### src/hdl/hcm_pkg.sv
// Shared constants, codes and types of the coset matrix generator.
// Used by hcm_divider, hcm_row_mux and hecke_coset_matrix_generator.
`default_nettype none

package hcm_pkg;

   // Field and port widths.
   localparam int PRIME_BITS_DEFAULT = 8;
   localparam int PRIME_W            = 8;
   localparam int INDEX_W            = 32;
   localparam int ENTRY_W            = 18;
   localparam int ROW_W              = 2;
   localparam int CSR_INDEX_W        = 8;
   localparam int CSR_DATA_W         = 8;
   localparam int REQ_DATA_W         = 32;
   localparam int RSP_DATA_W         = 80;

   // Configuration register indexes.
   localparam logic [CSR_INDEX_W-1:0] REG_PRIME  = 8'd0;
   localparam logic [CSR_INDEX_W-1:0] REG_FAMILY = 8'd1;

   // Coset shapes for the index ranges of the two families; F1_SMALL covers two ranges.
   localparam int CASE_W = 4;
   localparam logic [CASE_W-1:0] CASE_F0_DIGITS = 4'd0;
   localparam logic [CASE_W-1:0] CASE_F0_DIAG   = 4'd1;
   localparam logic [CASE_W-1:0] CASE_F0_LINE   = 4'd2;
   localparam logic [CASE_W-1:0] CASE_F0_LOWER  = 4'd3;
   localparam logic [CASE_W-1:0] CASE_F1_ZERO   = 4'd4;
   localparam logic [CASE_W-1:0] CASE_F1_SMALL  = 4'd5;
   localparam logic [CASE_W-1:0] CASE_F1_COL    = 4'd6;
   localparam logic [CASE_W-1:0] CASE_F1_MID    = 4'd7;
   localparam logic [CASE_W-1:0] CASE_F1_TOP    = 4'd8;

   typedef logic signed [ENTRY_W-1:0] entry_type;

   // Everything the row builder needs to form one matrix row.
   typedef struct packed {
      logic [CASE_W-1:0] case_code;
      logic [15:0]       fa;
      logic [7:0]        fb;
      logic [15:0]       fc;
      logic [7:0]        p;
      logic [15:0]       p2;
      logic [15:0]       prod_bp;
      logic [23:0]       prod_ap;
      logic [23:0]       prod_ab;
   } fields_type;

   typedef struct packed {
      entry_type col3;
      entry_type col2;
      entry_type col1;
      entry_type col0;
   } row_type;

endpackage

`default_nettype wire

### src/hdl/hcm_divider.sv
// Bit-serial restoring divider, one quotient bit per cycle.
// Depends on hcm_pkg for its default widths.
`default_nettype none

module hcm_divider #(
   parameter int DIVIDEND_W = hcm_pkg::INDEX_W,
   parameter int DIVISOR_W  = hcm_pkg::PRIME_W
) (
   input  wire logic                  clock,
   input  wire logic                  reset,
   input  wire logic                  start,
   input  wire logic [DIVIDEND_W-1:0] dividend,
   input  wire logic [DIVISOR_W-1:0]  divisor,
   output logic                       busy,
   output logic                       done,
   output logic [DIVIDEND_W-1:0]      quotient,
   output logic [DIVISOR_W-1:0]       remainder
);

   localparam int CNT_W = $clog2(DIVIDEND_W + 1);

   logic [CNT_W-1:0]      cnt_ff, cnt_in;
   logic                  done_ff, done_in;
   logic [DIVIDEND_W-1:0] quo_ff, quo_in;
   logic [DIVISOR_W-1:0]  rem_ff, rem_in;
   logic [DIVISOR_W-1:0]  dvs_ff, dvs_in;
   logic [DIVISOR_W:0]    partial;
   logic                  fits;

   // One restoring step: shift in the next dividend bit and try the divisor.
   always_comb begin
      partial = {rem_ff, quo_ff[DIVIDEND_W-1]};
      fits    = (partial >= {1'b0, dvs_ff});
      cnt_in  = cnt_ff;
      done_in = 1'b0;
      quo_in  = quo_ff;
      rem_in  = rem_ff;
      dvs_in  = dvs_ff;
      if (start) begin
         cnt_in = CNT_W'(DIVIDEND_W);
         quo_in = dividend;
         rem_in = '0;
         dvs_in = divisor;
      end else if (cnt_ff != '0) begin
         cnt_in  = cnt_ff - CNT_W'(1);
         done_in = (cnt_ff == CNT_W'(1));
         quo_in  = {quo_ff[DIVIDEND_W-2:0], fits};
         rem_in  = fits ? DIVISOR_W'(partial - {1'b0, dvs_ff}) : partial[DIVISOR_W-1:0];
      end
   end

   always_ff @(posedge clock) begin
      if (reset) begin
         cnt_ff  <= '0;
         done_ff <= 1'b0;
      end else begin
         cnt_ff  <= cnt_in;
         done_ff <= done_in;
      end
      quo_ff <= quo_in;
      rem_ff <= rem_in;
      dvs_ff <= dvs_in;
   end

   assign busy      = (cnt_ff != '0);
   assign done      = done_ff;
   assign quotient  = quo_ff;
   assign remainder = rem_ff;

endmodule

`default_nettype wire

### src/hdl/hcm_row_mux.sv
// Forms one row of the coset matrix from the case code and computed fields.
// Depends on hcm_pkg for fields_type, row_type and the case codes.
`default_nettype none

module hcm_row_mux (
   input  wire hcm_pkg::fields_type          fields,
   input  wire logic [hcm_pkg::ROW_W-1:0]    row,
   output hcm_pkg::row_type                  row_out
);

   function automatic hcm_pkg::row_type mk(input hcm_pkg::entry_type c0,
                                           input hcm_pkg::entry_type c1,
                                           input hcm_pkg::entry_type c2,
                                           input hcm_pkg::entry_type c3);
      hcm_pkg::row_type r;
      r.col0 = c0;
      r.col1 = c1;
      r.col2 = c2;
      r.col3 = c3;
      return r;
   endfunction

   hcm_pkg::entry_type zv, one, pv, p2v, av, bv, cv, bp, ap, abc;

   // Entry values, all wrapped to the entry width.
   always_comb begin
      zv  = '0;
      one = hcm_pkg::ENTRY_W'(1);
      pv  = hcm_pkg::ENTRY_W'(fields.p);
      p2v = hcm_pkg::ENTRY_W'(fields.p2);
      av  = hcm_pkg::ENTRY_W'(fields.fa);
      bv  = hcm_pkg::ENTRY_W'(fields.fb);
      cv  = hcm_pkg::ENTRY_W'(fields.fc);
      bp  = hcm_pkg::ENTRY_W'(fields.prod_bp);
      ap  = hcm_pkg::ENTRY_W'(fields.prod_ap);
      abc = hcm_pkg::ENTRY_W'(fields.prod_ab + 24'(fields.fc));
   end

   // Row selection per coset shape.
   always_comb begin
      row_out = mk(zv, zv, zv, zv);
      case (fields.case_code)
         hcm_pkg::CASE_F0_DIGITS: begin
            case (row)
               2'd0:    row_out = mk(one, zv, av, bv);
               2'd1:    row_out = mk(zv, one, bv, cv);
               2'd2:    row_out = mk(zv, zv, pv, zv);
               default: row_out = mk(zv, zv, zv, pv);
            endcase
         end
         hcm_pkg::CASE_F0_DIAG: begin
            case (row)
               2'd0:    row_out = mk(pv, zv, zv, zv);
               2'd1:    row_out = mk(zv, pv, zv, zv);
               2'd2:    row_out = mk(zv, zv, one, zv);
               default: row_out = mk(zv, zv, zv, one);
            endcase
         end
         hcm_pkg::CASE_F0_LINE: begin
            case (row)
               2'd0:    row_out = mk(one, zv, av, zv);
               2'd1:    row_out = mk(zv, pv, zv, zv);
               2'd2:    row_out = mk(zv, zv, pv, zv);
               default: row_out = mk(zv, zv, zv, one);
            endcase
         end
         hcm_pkg::CASE_F0_LOWER: begin
            case (row)
               2'd0:    row_out = mk(pv, zv, zv, zv);
               2'd1:    row_out = mk(-av, one, zv, bv);
               2'd2:    row_out = mk(zv, zv, one, av);
               default: row_out = mk(zv, zv, zv, pv);
            endcase
         end
         hcm_pkg::CASE_F1_ZERO: begin
            case (row)
               2'd0:    row_out = mk(pv, zv, zv, zv);
               2'd1:    row_out = mk(zv, p2v, zv, zv);
               2'd2:    row_out = mk(zv, zv, pv, zv);
               default: row_out = mk(zv, zv, zv, one);
            endcase
         end
         hcm_pkg::CASE_F1_SMALL: begin
            case (row)
               2'd0:    row_out = mk(pv, zv, av, bv);
               2'd1:    row_out = mk(zv, pv, bv, cv);
               2'd2:    row_out = mk(zv, zv, pv, zv);
               default: row_out = mk(zv, zv, zv, pv);
            endcase
         end
         hcm_pkg::CASE_F1_COL: begin
            case (row)
               2'd0:    row_out = mk(p2v, zv, zv, zv);
               2'd1:    row_out = mk(-ap, pv, zv, zv);
               2'd2:    row_out = mk(zv, zv, one, av);
               default: row_out = mk(zv, zv, zv, pv);
            endcase
         end
         hcm_pkg::CASE_F1_MID: begin
            case (row)
               2'd0:    row_out = mk(one, zv, av, -bv);
               2'd1:    row_out = mk(zv, pv, -bp, zv);
               2'd2:    row_out = mk(zv, zv, p2v, zv);
               default: row_out = mk(zv, zv, zv, pv);
            endcase
         end
         hcm_pkg::CASE_F1_TOP: begin
            case (row)
               2'd0:    row_out = mk(pv, zv, zv, bp);
               2'd1:    row_out = mk(-av, one, bv, abc);
               2'd2:    row_out = mk(zv, zv, pv, ap);
               default: row_out = mk(zv, zv, zv, p2v);
            endcase
         end
         default: row_out = mk(zv, zv, zv, zv);
      endcase
   end

endmodule

`default_nettype wire

### src/hdl/hecke_coset_matrix_generator.sv
// Coset matrix generator: one index in, four matrix rows out (one row if out of range).
// Digits, residues and the inverse come from divisions on the shared serial divider;
// the inverse case runs Euclid, which needs at most 11 divisions below 256.
// One index at a time, req_tready high only while idle; output stalls hold the emit state.
// Synchronous active-high reset: prime 2, family 0, no result pending. Uses hcm_pkg.
`default_nettype none

module hecke_coset_matrix_generator #(
   parameter int PRIME_BITS = hcm_pkg::PRIME_BITS_DEFAULT
) (
   input  wire logic                               clock,
   input  wire logic                               reset,
   // coset_index [31:0]
   input  wire logic                               req_tvalid,
   output logic                                    req_tready,
   input  wire logic [hcm_pkg::REQ_DATA_W-1:0]     req_tdata,
   // row_number [1:0], entry_col0 [19:2], entry_col1 [37:20],
   // entry_col2 [55:38], entry_col3 [73:56], zero fill [79:74]
   output logic                                    rsp_tvalid,
   input  wire logic                               rsp_tready,
   output logic [hcm_pkg::RSP_DATA_W-1:0]          rsp_tdata,
   // index_out_of_range [0]
   output logic                                    rsp_tuser,
   output logic                                    rsp_tlast,
   input  wire logic                               csr_valid,
   output logic                                    csr_ready,
   input  wire logic [hcm_pkg::CSR_INDEX_W-1:0]    csr_index,
   input  wire logic [hcm_pkg::CSR_DATA_W-1:0]     csr_data
);

   localparam logic [7:0] PMASK = (PRIME_BITS >= 8) ? 8'hFF : 8'((1 << PRIME_BITS) - 1);

   localparam logic [4:0] ST_IDLE     = 5'd0;
   localparam logic [4:0] ST_P2       = 5'd1;
   localparam logic [4:0] ST_P3       = 5'd2;
   localparam logic [4:0] ST_P4       = 5'd3;
   localparam logic [4:0] ST_SUMS     = 5'd4;
   localparam logic [4:0] ST_CLASSIFY = 5'd5;
   localparam logic [4:0] ST_DIG      = 5'd6;
   localparam logic [4:0] ST_AMOD     = 5'd7;
   localparam logic [4:0] ST_BMOD     = 5'd8;
   localparam logic [4:0] ST_SQ       = 5'd9;
   localparam logic [4:0] ST_SQMOD    = 5'd10;
   localparam logic [4:0] ST_EUC      = 5'd11;
   localparam logic [4:0] ST_INV      = 5'd12;
   localparam logic [4:0] ST_CMUL     = 5'd13;
   localparam logic [4:0] ST_CMOD     = 5'd14;
   localparam logic [4:0] ST_WAIT     = 5'd15;
   localparam logic [4:0] ST_FIELDS   = 5'd16;
   localparam logic [4:0] ST_MUL0     = 5'd17;
   localparam logic [4:0] ST_MUL1     = 5'd18;
   localparam logic [4:0] ST_MUL2     = 5'd19;
   localparam logic [4:0] ST_EMIT     = 5'd20;

   localparam logic [2:0] DK_DIGIT  = 3'd0;
   localparam logic [2:0] DK_AMOD   = 3'd1;
   localparam logic [2:0] DK_BMOD   = 3'd2;
   localparam logic [2:0] DK_SQMOD  = 3'd3;
   localparam logic [2:0] DK_EUCLID = 3'd4;
   localparam logic [2:0] DK_CMOD   = 3'd5;

   // Control and configuration registers.
   logic [4:0]  state_ff, state_in;
   logic [7:0]  prime_ff, prime_in;
   logic        family_ff, family_in;
   logic        rsp_valid_ff, rsp_valid_in;

   // Working registers.
   logic [31:0] k_ff, k_in;
   logic [7:0]  p_ff, p_in;
   logic        fam_ff, fam_in;
   logic [15:0] p2_ff, p2_in;
   logic [23:0] p3_ff, p3_in;
   logic [31:0] p4_ff, p4_in;
   logic [33:0] cnt_ff, cnt_in;
   logic [33:0] base1_ff, base1_in;
   logic [33:0] base2_ff, base2_in;
   logic [hcm_pkg::CASE_W-1:0] case_ff, case_in;
   logic        oor_ff, oor_in;
   logic [31:0] val_ff, val_in;
   logic [7:0]  dig_ff [3], dig_in [3];
   logic [1:0]  dig_idx_ff, dig_idx_in;
   logic [1:0]  ndig_ff, ndig_in;
   logic [15:0] fa_ff, fa_in;
   logic [7:0]  fb_ff, fb_in;
   logic [15:0] fc_ff, fc_in;
   logic [15:0] bp_ff, bp_in;
   logic [23:0] ap_ff, ap_in;
   logic [23:0] ab_ff, ab_in;
   logic [7:0]  x_ff, x_in;
   logic [7:0]  r0_ff, r0_in;
   logic [7:0]  r1_ff, r1_in;
   logic signed [11:0] t0_ff, t0_in;
   logic signed [11:0] t1_ff, t1_in;
   logic [7:0]  inv_ff, inv_in;
   logic [2:0]  kind_ff, kind_in;
   logic [1:0]  row_ff, row_in;
   logic [hcm_pkg::RSP_DATA_W-1:0] rsp_data_ff, rsp_data_in;
   logic        rsp_user_ff, rsp_user_in;
   logic        rsp_last_ff, rsp_last_in;

   // Shared multiplier and divider hookup.
   logic [31:0] mul_a;
   logic [7:0]  mul_b;
   logic [39:0] mul_p;
   logic        div_start, div_busy, div_done;
   logic [31:0] div_dividend, div_quot;
   logic [7:0]  div_divisor, div_rem;

   logic [33:0] kx, sub_sel, k_sub;
   logic signed [20:0] euc_prod;
   logic signed [11:0] p_s;
   logic        load_row;

   hcm_pkg::fields_type fields;
   hcm_pkg::row_type    row_val;

   hcm_divider #(
      .DIVIDEND_W (hcm_pkg::INDEX_W),
      .DIVISOR_W  (hcm_pkg::PRIME_W)
   ) u_divider (
      .clock     (clock),
      .reset     (reset),
      .start     (div_start),
      .dividend  (div_dividend),
      .divisor   (div_divisor),
      .busy      (div_busy),
      .done      (div_done),
      .quotient  (div_quot),
      .remainder (div_rem)
   );

   always_comb begin
      fields.case_code = case_ff;
      fields.fa        = fa_ff;
      fields.fb        = fb_ff;
      fields.fc        = fc_ff;
      fields.p         = p_ff;
      fields.p2        = p2_ff;
      fields.prod_bp   = bp_ff;
      fields.prod_ap   = ap_ff;
      fields.prod_ab   = ab_ff;
   end

   hcm_row_mux u_row_mux (
      .fields  (fields),
      .row     (row_ff),
      .row_out (row_val)
   );

   // Operand selection for the shared multiplier.
   always_comb begin
      mul_a = 32'(p_ff);
      mul_b = p_ff;
      case (state_ff)
         ST_P3:   mul_a = 32'(p2_ff);
         ST_P4:   mul_a = 32'(p3_ff);
         ST_SQ:   begin mul_a = 32'(fb_ff); mul_b = fb_ff;  end
         ST_CMUL: begin mul_a = 32'(x_ff);  mul_b = inv_ff; end
         ST_MUL0: mul_a = 32'(fb_ff);
         ST_MUL1: mul_a = 32'(fa_ff);
         ST_MUL2: begin mul_a = 32'(fa_ff); mul_b = fb_ff;  end
         default: mul_a = 32'(p_ff);
      endcase
   end

   assign mul_p = {8'b0, mul_a} * {32'b0, mul_b};

   // Divider operand selection and start strobes.
   always_comb begin
      div_start    = 1'b0;
      div_dividend = val_ff;
      div_divisor  = p_ff;
      case (state_ff)
         ST_DIG, ST_BMOD, ST_SQMOD, ST_CMOD: div_start = 1'b1;
         ST_AMOD: begin
            div_start   = 1'b1;
            div_divisor = p_ff - 8'd1;
         end
         ST_EUC: begin
            div_start    = (r1_ff != 8'd0);
            div_dividend = 32'(r0_ff);
            div_divisor  = r1_ff;
         end
         default: div_start = 1'b0;
      endcase
   end

   // Range classification operands.
   always_comb begin
      kx = {2'b0, k_ff};
      sub_sel = base2_ff;
      if (fam_ff == 1'b0) begin
         if (kx < base2_ff) sub_sel = base1_ff;
      end else begin
         if (kx < 34'(p2_ff))   sub_sel = 34'(p_ff);
         else if (kx < base1_ff) sub_sel = 34'(p2_ff);
         else if (kx < base2_ff) sub_sel = base1_ff;
      end
      k_sub = kx - sub_sel;
   end

   assign euc_prod = $signed({1'b0, div_quot[7:0]}) * t1_ff;
   assign p_s      = $signed({4'b0, p_ff});
   assign load_row = (state_ff == ST_EMIT) && (!rsp_valid_ff || rsp_tready);

   // Sequencer.
   always_comb begin
      state_in    = state_ff;
      prime_in    = prime_ff;
      family_in   = family_ff;
      k_in        = k_ff;
      p_in        = p_ff;
      fam_in      = fam_ff;
      p2_in       = p2_ff;
      p3_in       = p3_ff;
      p4_in       = p4_ff;
      cnt_in      = cnt_ff;
      base1_in    = base1_ff;
      base2_in    = base2_ff;
      case_in     = case_ff;
      oor_in      = oor_ff;
      val_in      = val_ff;
      dig_in      = dig_ff;
      dig_idx_in  = dig_idx_ff;
      ndig_in     = ndig_ff;
      fa_in       = fa_ff;
      fb_in       = fb_ff;
      fc_in       = fc_ff;
      bp_in       = bp_ff;
      ap_in       = ap_ff;
      ab_in       = ab_ff;
      x_in        = x_ff;
      r0_in       = r0_ff;
      r1_in       = r1_ff;
      t0_in       = t0_ff;
      t1_in       = t1_ff;
      inv_in      = inv_ff;
      kind_in     = kind_ff;
      row_in      = row_ff;

      // Configuration writes.
      if (csr_valid) begin
         if (csr_index == hcm_pkg::REG_PRIME)  prime_in  = csr_data;
         if (csr_index == hcm_pkg::REG_FAMILY) family_in = csr_data[0];
      end

      case (state_ff)
         ST_IDLE: begin
            if (req_tvalid) begin
               k_in     = req_tdata[31:0];
               p_in     = prime_ff & PMASK;
               fam_in   = family_ff;
               oor_in   = 1'b0;
               row_in   = 2'd0;
               fa_in    = '0;
               fb_in    = '0;
               fc_in    = '0;
               state_in = ST_P2;
            end
         end
         ST_P2: begin
            p2_in    = mul_p[15:0];
            state_in = ST_P3;
         end
         ST_P3: begin
            p3_in    = mul_p[23:0];
            state_in = ST_P4;
         end
         ST_P4: begin
            p4_in    = mul_p[31:0];
            state_in = ST_SUMS;
         end
         ST_SUMS: begin
            if (fam_ff == 1'b0) begin
               cnt_in   = 34'(p3_ff) + 34'(p2_ff) + 34'(p_ff) + 34'd1;
               base1_in = 34'(p3_ff) + 34'd1;
               base2_in = 34'(p3_ff) + 34'(p_ff) + 34'd1;
            end else begin
               cnt_in   = 34'(p4_ff) + 34'(p3_ff) + 34'(p2_ff) + 34'(p_ff);
               base1_in = 34'(p2_ff) + 34'(p_ff);
               base2_in = 34'(p3_ff) + 34'(p2_ff) + 34'(p_ff);
            end
            state_in = ST_CLASSIFY;
         end
         ST_CLASSIFY: begin
            dig_idx_in = 2'd0;
            state_in   = ST_MUL0;
            if (p_ff < 8'd2 || kx >= cnt_ff) begin
               oor_in   = 1'b1;
               state_in = ST_EMIT;
            end else if (fam_ff == 1'b0) begin
               if (kx < 34'(p3_ff)) begin
                  case_in  = hcm_pkg::CASE_F0_DIGITS;
                  val_in   = k_ff;
                  ndig_in  = 2'd3;
                  state_in = ST_DIG;
               end else if (kx < base1_ff) begin
                  case_in  = hcm_pkg::CASE_F0_DIAG;
               end else if (kx < base2_ff) begin
                  case_in  = hcm_pkg::CASE_F0_LINE;
                  fa_in    = k_sub[15:0];
               end else begin
                  case_in  = hcm_pkg::CASE_F0_LOWER;
                  val_in   = k_sub[31:0];
                  ndig_in  = 2'd2;
                  state_in = ST_DIG;
               end
            end else begin
               if (k_ff == 32'd0) begin
                  case_in  = hcm_pkg::CASE_F1_ZERO;
               end else if (kx < 34'(p_ff)) begin
                  // Small index: only the corner entry is set.
                  case_in  = hcm_pkg::CASE_F1_SMALL;
                  fc_in    = k_ff[15:0];
               end else if (kx < 34'(p2_ff)) begin
                  case_in  = hcm_pkg::CASE_F1_SMALL;
                  val_in   = k_sub[31:0];
                  state_in = ST_AMOD;
               end else if (kx < base1_ff) begin
                  case_in  = hcm_pkg::CASE_F1_COL;
                  fa_in    = k_sub[15:0];
               end else if (kx < base2_ff) begin
                  case_in  = hcm_pkg::CASE_F1_MID;
                  val_in   = k_sub[31:0];
                  ndig_in  = 2'd1;
                  state_in = ST_DIG;
               end else begin
                  case_in  = hcm_pkg::CASE_F1_TOP;
                  val_in   = k_sub[31:0];
                  ndig_in  = 2'd2;
                  state_in = ST_DIG;
               end
            end
         end
         ST_DIG: begin
            kind_in  = DK_DIGIT;
            state_in = ST_WAIT;
         end
         ST_AMOD: begin
            kind_in  = DK_AMOD;
            state_in = ST_WAIT;
         end
         ST_BMOD: begin
            kind_in  = DK_BMOD;
            state_in = ST_WAIT;
         end
         ST_SQ: begin
            val_in   = 32'(mul_p[15:0]);
            state_in = ST_SQMOD;
         end
         ST_SQMOD: begin
            kind_in  = DK_SQMOD;
            state_in = ST_WAIT;
         end
         ST_EUC: begin
            if (r1_ff == 8'd0) begin
               state_in = ST_INV;
            end else begin
               kind_in  = DK_EUCLID;
               state_in = ST_WAIT;
            end
         end
         ST_INV: begin
            // No inverse when the gcd is not one; then the corner entry is zero.
            if (r0_ff != 8'd1)        inv_in = 8'd0;
            else if (t0_ff < 12'sd0)  inv_in = 8'(t0_ff + p_s);
            else if (t0_ff >= p_s)    inv_in = 8'(t0_ff - p_s);
            else                      inv_in = t0_ff[7:0];
            state_in = ST_CMUL;
         end
         ST_CMUL: begin
            val_in   = 32'(mul_p[15:0]);
            state_in = ST_CMOD;
         end
         ST_CMOD: begin
            kind_in  = DK_CMOD;
            state_in = ST_WAIT;
         end
         ST_WAIT: begin
            if (div_done) begin
               case (kind_ff)
                  DK_DIGIT: begin
                     dig_in[dig_idx_ff] = div_rem;
                     val_in             = div_quot;
                     dig_idx_in         = dig_idx_ff + 2'd1;
                     state_in = (dig_idx_ff + 2'd1 == ndig_ff) ? ST_FIELDS : ST_DIG;
                  end
                  DK_AMOD: begin
                     fa_in    = 16'(div_rem) + 16'd1;
                     state_in = ST_BMOD;
                  end
                  DK_BMOD: begin
                     fb_in    = div_rem;
                     state_in = ST_SQ;
                  end
                  DK_SQMOD: begin
                     x_in     = div_rem;
                     r0_in    = p_ff;
                     r1_in    = fa_ff[7:0];
                     t0_in    = 12'sd0;
                     t1_in    = 12'sd1;
                     state_in = ST_EUC;
                  end
                  DK_EUCLID: begin
                     r0_in    = r1_ff;
                     r1_in    = div_rem;
                     t0_in    = t1_ff;
                     t1_in    = 12'(21'(t0_ff) - euc_prod);
                     state_in = ST_EUC;
                  end
                  DK_CMOD: begin
                     fc_in    = 16'(div_rem);
                     state_in = ST_MUL0;
                  end
                  default: state_in = ST_IDLE;
               endcase
            end
         end
         ST_FIELDS: begin
            case (case_ff)
               hcm_pkg::CASE_F0_DIGITS: begin
                  fa_in = 16'(dig_ff[0]);
                  fb_in = dig_ff[1];
                  fc_in = 16'(dig_ff[2]);
               end
               hcm_pkg::CASE_F0_LOWER: begin
                  fa_in = 16'(dig_ff[0]);
                  fb_in = dig_ff[1];
               end
               hcm_pkg::CASE_F1_MID: begin
                  fb_in = dig_ff[0];
                  fa_in = val_ff[15:0];
               end
               hcm_pkg::CASE_F1_TOP: begin
                  fa_in = 16'(dig_ff[0]);
                  fb_in = dig_ff[1];
                  fc_in = val_ff[15:0];
               end
               default: fa_in = fa_ff;
            endcase
            state_in = ST_MUL0;
         end
         ST_MUL0: begin
            bp_in    = mul_p[15:0];
            state_in = ST_MUL1;
         end
         ST_MUL1: begin
            ap_in    = mul_p[23:0];
            state_in = ST_MUL2;
         end
         ST_MUL2: begin
            ab_in    = mul_p[23:0];
            state_in = ST_EMIT;
         end
         ST_EMIT: begin
            if (load_row) begin
               row_in = row_ff + 2'd1;
               if (oor_ff || row_ff == 2'd3) state_in = ST_IDLE;
            end
         end
         default: state_in = ST_IDLE;
      endcase
   end

   // Output register: one beat per matrix row.
   always_comb begin
      rsp_valid_in = rsp_valid_ff;
      rsp_data_in  = rsp_data_ff;
      rsp_user_in  = rsp_user_ff;
      rsp_last_in  = rsp_last_ff;
      if (load_row) begin
         rsp_valid_in = 1'b1;
         if (oor_ff) begin
            rsp_data_in = '0;
            rsp_user_in = 1'b1;
            rsp_last_in = 1'b1;
         end else begin
            rsp_data_in = {6'b0, row_val.col3, row_val.col2, row_val.col1,
                           row_val.col0, row_ff};
            rsp_user_in = 1'b0;
            rsp_last_in = (row_ff == 2'd3);
         end
      end else if (rsp_tready) begin
         rsp_valid_in = 1'b0;
      end
   end

   always_ff @(posedge clock) begin
      if (reset) begin
         state_ff     <= ST_IDLE;
         prime_ff     <= 8'd2;
         family_ff    <= 1'b0;
         rsp_valid_ff <= 1'b0;
      end else begin
         state_ff     <= state_in;
         prime_ff     <= prime_in;
         family_ff    <= family_in;
         rsp_valid_ff <= rsp_valid_in;
      end
      k_ff        <= k_in;
      p_ff        <= p_in;
      fam_ff      <= fam_in;
      p2_ff       <= p2_in;
      p3_ff       <= p3_in;
      p4_ff       <= p4_in;
      cnt_ff      <= cnt_in;
      base1_ff    <= base1_in;
      base2_ff    <= base2_in;
      case_ff     <= case_in;
      oor_ff      <= oor_in;
      val_ff      <= val_in;
      dig_ff      <= dig_in;
      dig_idx_ff  <= dig_idx_in;
      ndig_ff     <= ndig_in;
      fa_ff       <= fa_in;
      fb_ff       <= fb_in;
      fc_ff       <= fc_in;
      bp_ff       <= bp_in;
      ap_ff       <= ap_in;
      ab_ff       <= ab_in;
      x_ff        <= x_in;
      r0_ff       <= r0_in;
      r1_ff       <= r1_in;
      t0_ff       <= t0_in;
      t1_ff       <= t1_in;
      inv_ff      <= inv_in;
      kind_ff     <= kind_in;
      row_ff      <= row_in;
      rsp_data_ff <= rsp_data_in;
      rsp_user_ff <= rsp_user_in;
      rsp_last_ff <= rsp_last_in;
   end

   assign req_tready = (state_ff == ST_IDLE);
   assign rsp_tvalid = rsp_valid_ff;
   assign rsp_tdata  = rsp_data_ff;
   assign rsp_tuser  = rsp_user_ff;
   assign rsp_tlast  = rsp_last_ff;
   assign csr_ready  = 1'b1;

   // The divider is never restarted while it is still working.
   a_div_idle_on_start: assert property (@(posedge clock) disable iff (reset)
      div_start |-> !div_busy)
      else $error("divider started while busy");

   // A normal matrix ends on its fourth row.
   a_last_is_row3: assert property (@(posedge clock) disable iff (reset)
      (rsp_tvalid && rsp_tlast && !rsp_tuser) |-> (rsp_tdata[1:0] == 2'd3))
      else $error("last beat of a matrix is not row 3");

   // An out-of-range beat is a single all-zero beat.
   a_oor_beat: assert property (@(posedge clock) disable iff (reset)
      (rsp_tvalid && rsp_tuser) |-> (rsp_tlast && rsp_tdata == '0))
      else $error("out-of-range beat is not a lone zero beat");

   // Euclid remainders shrink on every step.
   a_euclid_order: assert property (@(posedge clock) disable iff (reset)
      (state_ff == ST_EUC) |-> (r1_ff < r0_ff))
      else $error("Euclid remainder not below divisor");

endmodule

`default_nettype wire
### config.mk
export PLATFORM = sky130hd
export DESIGN_NAME = hecke_coset_matrix_generator
export DESIGN_NICKNAME = d
export VERILOG_FILES = /design/src/hdl/hcm_pkg.sv /design/src/hdl/hcm_divider.sv /design/src/hdl/hcm_row_mux.sv /design/src/hdl/hecke_coset_matrix_generator.sv
export SDC_FILE = /design/constraint.sdc
export NUM_CORES = 2
export LEC_CHECK = 0
export BUFFER_PORTS_ARGS = -buffer_cell sky130_fd_sc_hd__buf_2
export CORE_UTILIZATION = 59
export CTS_BUF_LIST = sky130_fd_sc_hd__clkbuf_8
export DETAILED_ROUTE_END_ITERATION = 10
export PLACE_DENSITY = 0.88
export SLEW_MARGIN = 5
export SYNTH_ARGS = -nofsm -noshare
export SYNTH_HDL_FRONTEND = slang
export SYNTH_SLANG_ARGS = --single-unit
### constraint.sdc
create_clock -name clock -period 9.84 [get_ports clock]
set_input_delay 0.492 -clock clock [delete_from_list [all_inputs] [get_ports clock]]
set_output_delay 0.492 -clock clock [all_outputs]
set_load 0.01 [all_outputs]
==> metrics.yaml <==
worst_pin_slew_ns: 1.28
reg2reg_from: "state_ff[1]"
path_clk_slew_ns: 0.07
async_reset_ff_share_pct: 0
grt_usage_pct: 37.9
fin_setup_tns_ns: 0
vias: 40000
ys_types: 91
cp.required_ns: 10.45
r2r_slack_ns: 1.81
num_rows: 101
antenna_found_initial: 7
ant_nets: 0
core_mm2: 0.0761
crit_path_start_kind: "flop"
fin_worst_skew_ns: 0.0419
slew_viol_final: 0
leakagePower_nw: 20.2
powerDensity_mw_per_mm2: 344
p_int_mw: 8.69
r2r_end: "val_ff[15]"
cp-end-kind: "flop"
post-place-ws_ns: 1.95
yosysSeqAreaShare_pct: 36.2
initial_core_util_pct: 59.7
share_comb_of_total_power_pct: 62.4
avgSynthCellArea_um2: 9.62
synth_ff_type: "edfxtp_1"
cts_tree: "yes"
switchingPower_mw: 8.35
cpMostUsedCell: "fa_1"
stdcell_count: 5971
nFillCells: 5909
cts_setup_buffers: 0
ctsRootBufferMaster: "clkbuf_8"
die_area_mm2: 0.0781
finalSetupViolations: 0
io_buffers: 128
crit_fanout: 65
clock_power_share_pct: 12.8
synth_enable_flop_cells: 528
cp-startpoint: "state_ff[1]"
holdWs_ns: -0.00131
worst_slack_ns: 1.81
wirelength_um: 150000
clk_latency_ns: 0.76
cts_sinks: 558
drc: 0
grt-ovfl-total: 0
grt_pass1_wl_um: 225000
peakVddDrop_v: 0.000484
dp.cells: 5760
crit_slowest_cell: "dfxtp_1"
fin_util_pct: 65.2
grt_max_degree: 84
die_x_um: 280
cp_cell_sequence: "nand2_1, nor3_2, buf_4, a22oi_1, nand3_1, o21ai_1, or2_2, fa_1, fa_1, inv_1, fa_1, inv_1, fa_1, inv_1, ha_1, a21oi_1, o22ai_1, o21bai_1, o21ai_0, a21oi_1, nor2_1, nor2_1, xnor2_1, a221o_1"
rr_worst_depth: 24
cts_buffers: 93
drive_gt1_share_pct: 9.10
timing.final.crit_share_pct: 81.6
gp_congestion: 1.05
htree_num_levels: 3
postSynthCellCount: 4724
arrival_ns: 8.64
synth_warnings: 0
area_growth_pct: 9.10
endpoint: "val_ff[15]"
max_freq_mhz: 124
hold_viol_final: 1
nets: 5504
seq_power_share_pct: 24.8
hp-class: "in2reg"
die_h_um: 280
synth_area_mm2: 0.0454
slowest_delay_ns: 0.86
maxCapViolations: 0
grt_pass1_vias: 38400
p_sw_share_pct: 49.0
critical_path_class: "reg2reg"
slew_headroom_pct: 14.1
via_per_inst: 6.69
wl_per_cell_um: 25.1
status: "finished, violations left"
rsz0062_at_grt: "no"
hpwl_um: 112000
ios: 138
synth-seq-cells: 558
cts_buffer_depth: 3
drt_iter0_markers: 5403
violations: "negative hold slack"
fin_crit_ns: 8.03
dr.pass1.iters: 7
## power by group through the flow
stage               Combinational [mW]  Sequential [mW]  Clock, mW
CTS                               10.2             4.16       2.16
global route                      11.4             4.22       2.27
detailed placement                10.1             4.20          0
finish                            10.6             4.23       2.18
floorplan                         7.26             3.88          0
global placement                  9.71             4.21          0
## timing repair
item,in CTS,in global routing
gates resized for setup,0,0
hold endpoints to repair,33,0
hold buffers,33,0
## final cells by class
type,instances,area (µm²),share of cell area [%]
clock inverter,76,588,1.19
multi-input combinational,3493,26500,53.5
timing repair buffer,258,1700,3.43
inverter,454,1700,3.44
sequential,558,16500,33.2
clock buffer,95,1310,2.64
tap,1030,1290,2.60
antenna,7,17.5,0.0353
## cells in the final DEF, fill, tap and decap left out, drive strengths merged, types with 21 or more instances in the layout
master       instances
nor3               122
or2                 48
inv                482
and3                36
a21o                81
ha                 383
o22ai               22
nor2               425
nand3              113
nand4               37
clkinv              36
nand2b              47
a221oi              37
o31ai               31
buf                225
edfxtp             528
xnor2              187
clkbuf              95
o21ai              265
and2                65
a211oi              41
fa                 210
dlygate4sd3         33
a31oi               33
o21bai              21
o211ai              37
dfxtp               30
a22oi               67
mux2i               56
or3                 37
a222oi              28
a21oi              238
nor2b               33
o21a                28
xor2                70
a22o                50
nor4                40
nand2              369
## synthesized netlist by cell type, types with 36 or more instances
| library cell | count | area (µm²) |
|---|---|---|
| edfxtp_1 | 528 | 15900 |
| inv_1 | 450 | 1690 |
| nor2_1 | 425 | 1600 |
| ha_1 | 383 | 4790 |
| nand2_1 | 368 | 1380 |
| o21ai_0 | 256 | 1280 |
| a21oi_1 | 236 | 1180 |
| fa_1 | 210 | 4200 |
| clkbuf_1 | 191 | 717 |
| xnor2_1 | 187 | 1640 |
| nor3_1 | 121 | 606 |
| nand3_1 | 113 | 566 |
| a21o_1 | 81 | 608 |
| xor2_1 | 70 | 613 |
| a22oi_1 | 67 | 503 |
| and2_1 | 64 | 400 |
| mux2i_1 | 56 | 561 |
| a22o_1 | 50 | 438 |
| nand2b_1 | 47 | 294 |
| or2_2 | 47 | 294 |
| a211oi_1 | 41 | 308 |
| nor4_1 | 39 | 244 |
| nand4_1 | 37 | 231 |
| o211ai_1 | 37 | 278 |
| a221oi_1 | 36 | 315 |
| and3_1 | 36 | 225 |
| or3_1 | 36 | 225 |
## metal layers
layer	wire, µm	GRT usage, %
met1	52200	46.9
met2	65200	58.1
met3	21700	11.6
met4	10700	23.1
met5	85	0
## kinds of logic after synthesis
kind of cell,after synthesis,share of synthesized area [%]
fa+ha+maj,593,19.8
buf+inv,680,5.72
mux,61,1.36
compound gates,1139,16.9
other cells,2,0.0165
simple gates,1434,15.0
flops,558,36.2
xor+xnor,257,4.95
## through the flow
| stage | power, mW | cell area, µm² |
|---|---|---|
| 6_report | 17.0 | 49600 |
| 5_1_grt | 17.9 | 49600 |
| 4_1_cts | 16.6 | 49600 |
| 3_5_place_dp | 14.3 | 47300 |
| 3_3_place_gp | 13.9 | 47300 |
| 2_1_floorplan | 11.1 | 45500 |
## sequential cells by signal (all words and copies together), names as in the netlist, 12 cells and up
| name | count |
|---|---|
| t0_ff | 12 |
| rsp_tdata | 72 |
| dig_ff | 24 |
| p4_ff | 32 |
| base2_ff | 25 |
| cnt_ff | 33 |
| t1_ff | 12 |
| fa_ff | 16 |
| p2_ff | 16 |
| p3_ff | 24 |
| base1_ff | 25 |
| u_divider.quotient | 32 |
| ab_ff | 18 |
| fc_ff | 16 |
| k_ff | 32 |
| ap_ff | 18 |
| val_ff | 32 |
| bp_ff | 16 |
## critical path: cells and delay by family, from the launching register on
kind / cells / cell delay (ns)
and+or+nand+nor: 6 / 1.28
DFF: 1 / 0.86
AOI/OAI and AO/OA: 8 / 1.69
xor gates and xnor gates: 1 / 0.81
buffers and inverters: 4 / 0.75
adders and majority gates: 5 / 2.50
## how the worst min path moves through the flow
stage	startpoint	to	slack [ns]	depth (start not counted)
after floorplan	prime_ff[1]	p_ff[1]	0.40	0
after global placement	prime_ff[2]	p_ff[2]	0.42	0
after global routing	csr_data[5]	prime_ff[5]	0.0001	3
after detailed placement	prime_ff[3]	p_ff[3]	0.42	0
final	csr_data[5]	prime_ff[5]	-0.001	3
after CTS	csr_data[5]	prime_ff[5]	0.0006	3
No activity file was read; power rests on OpenSTA's default activity.
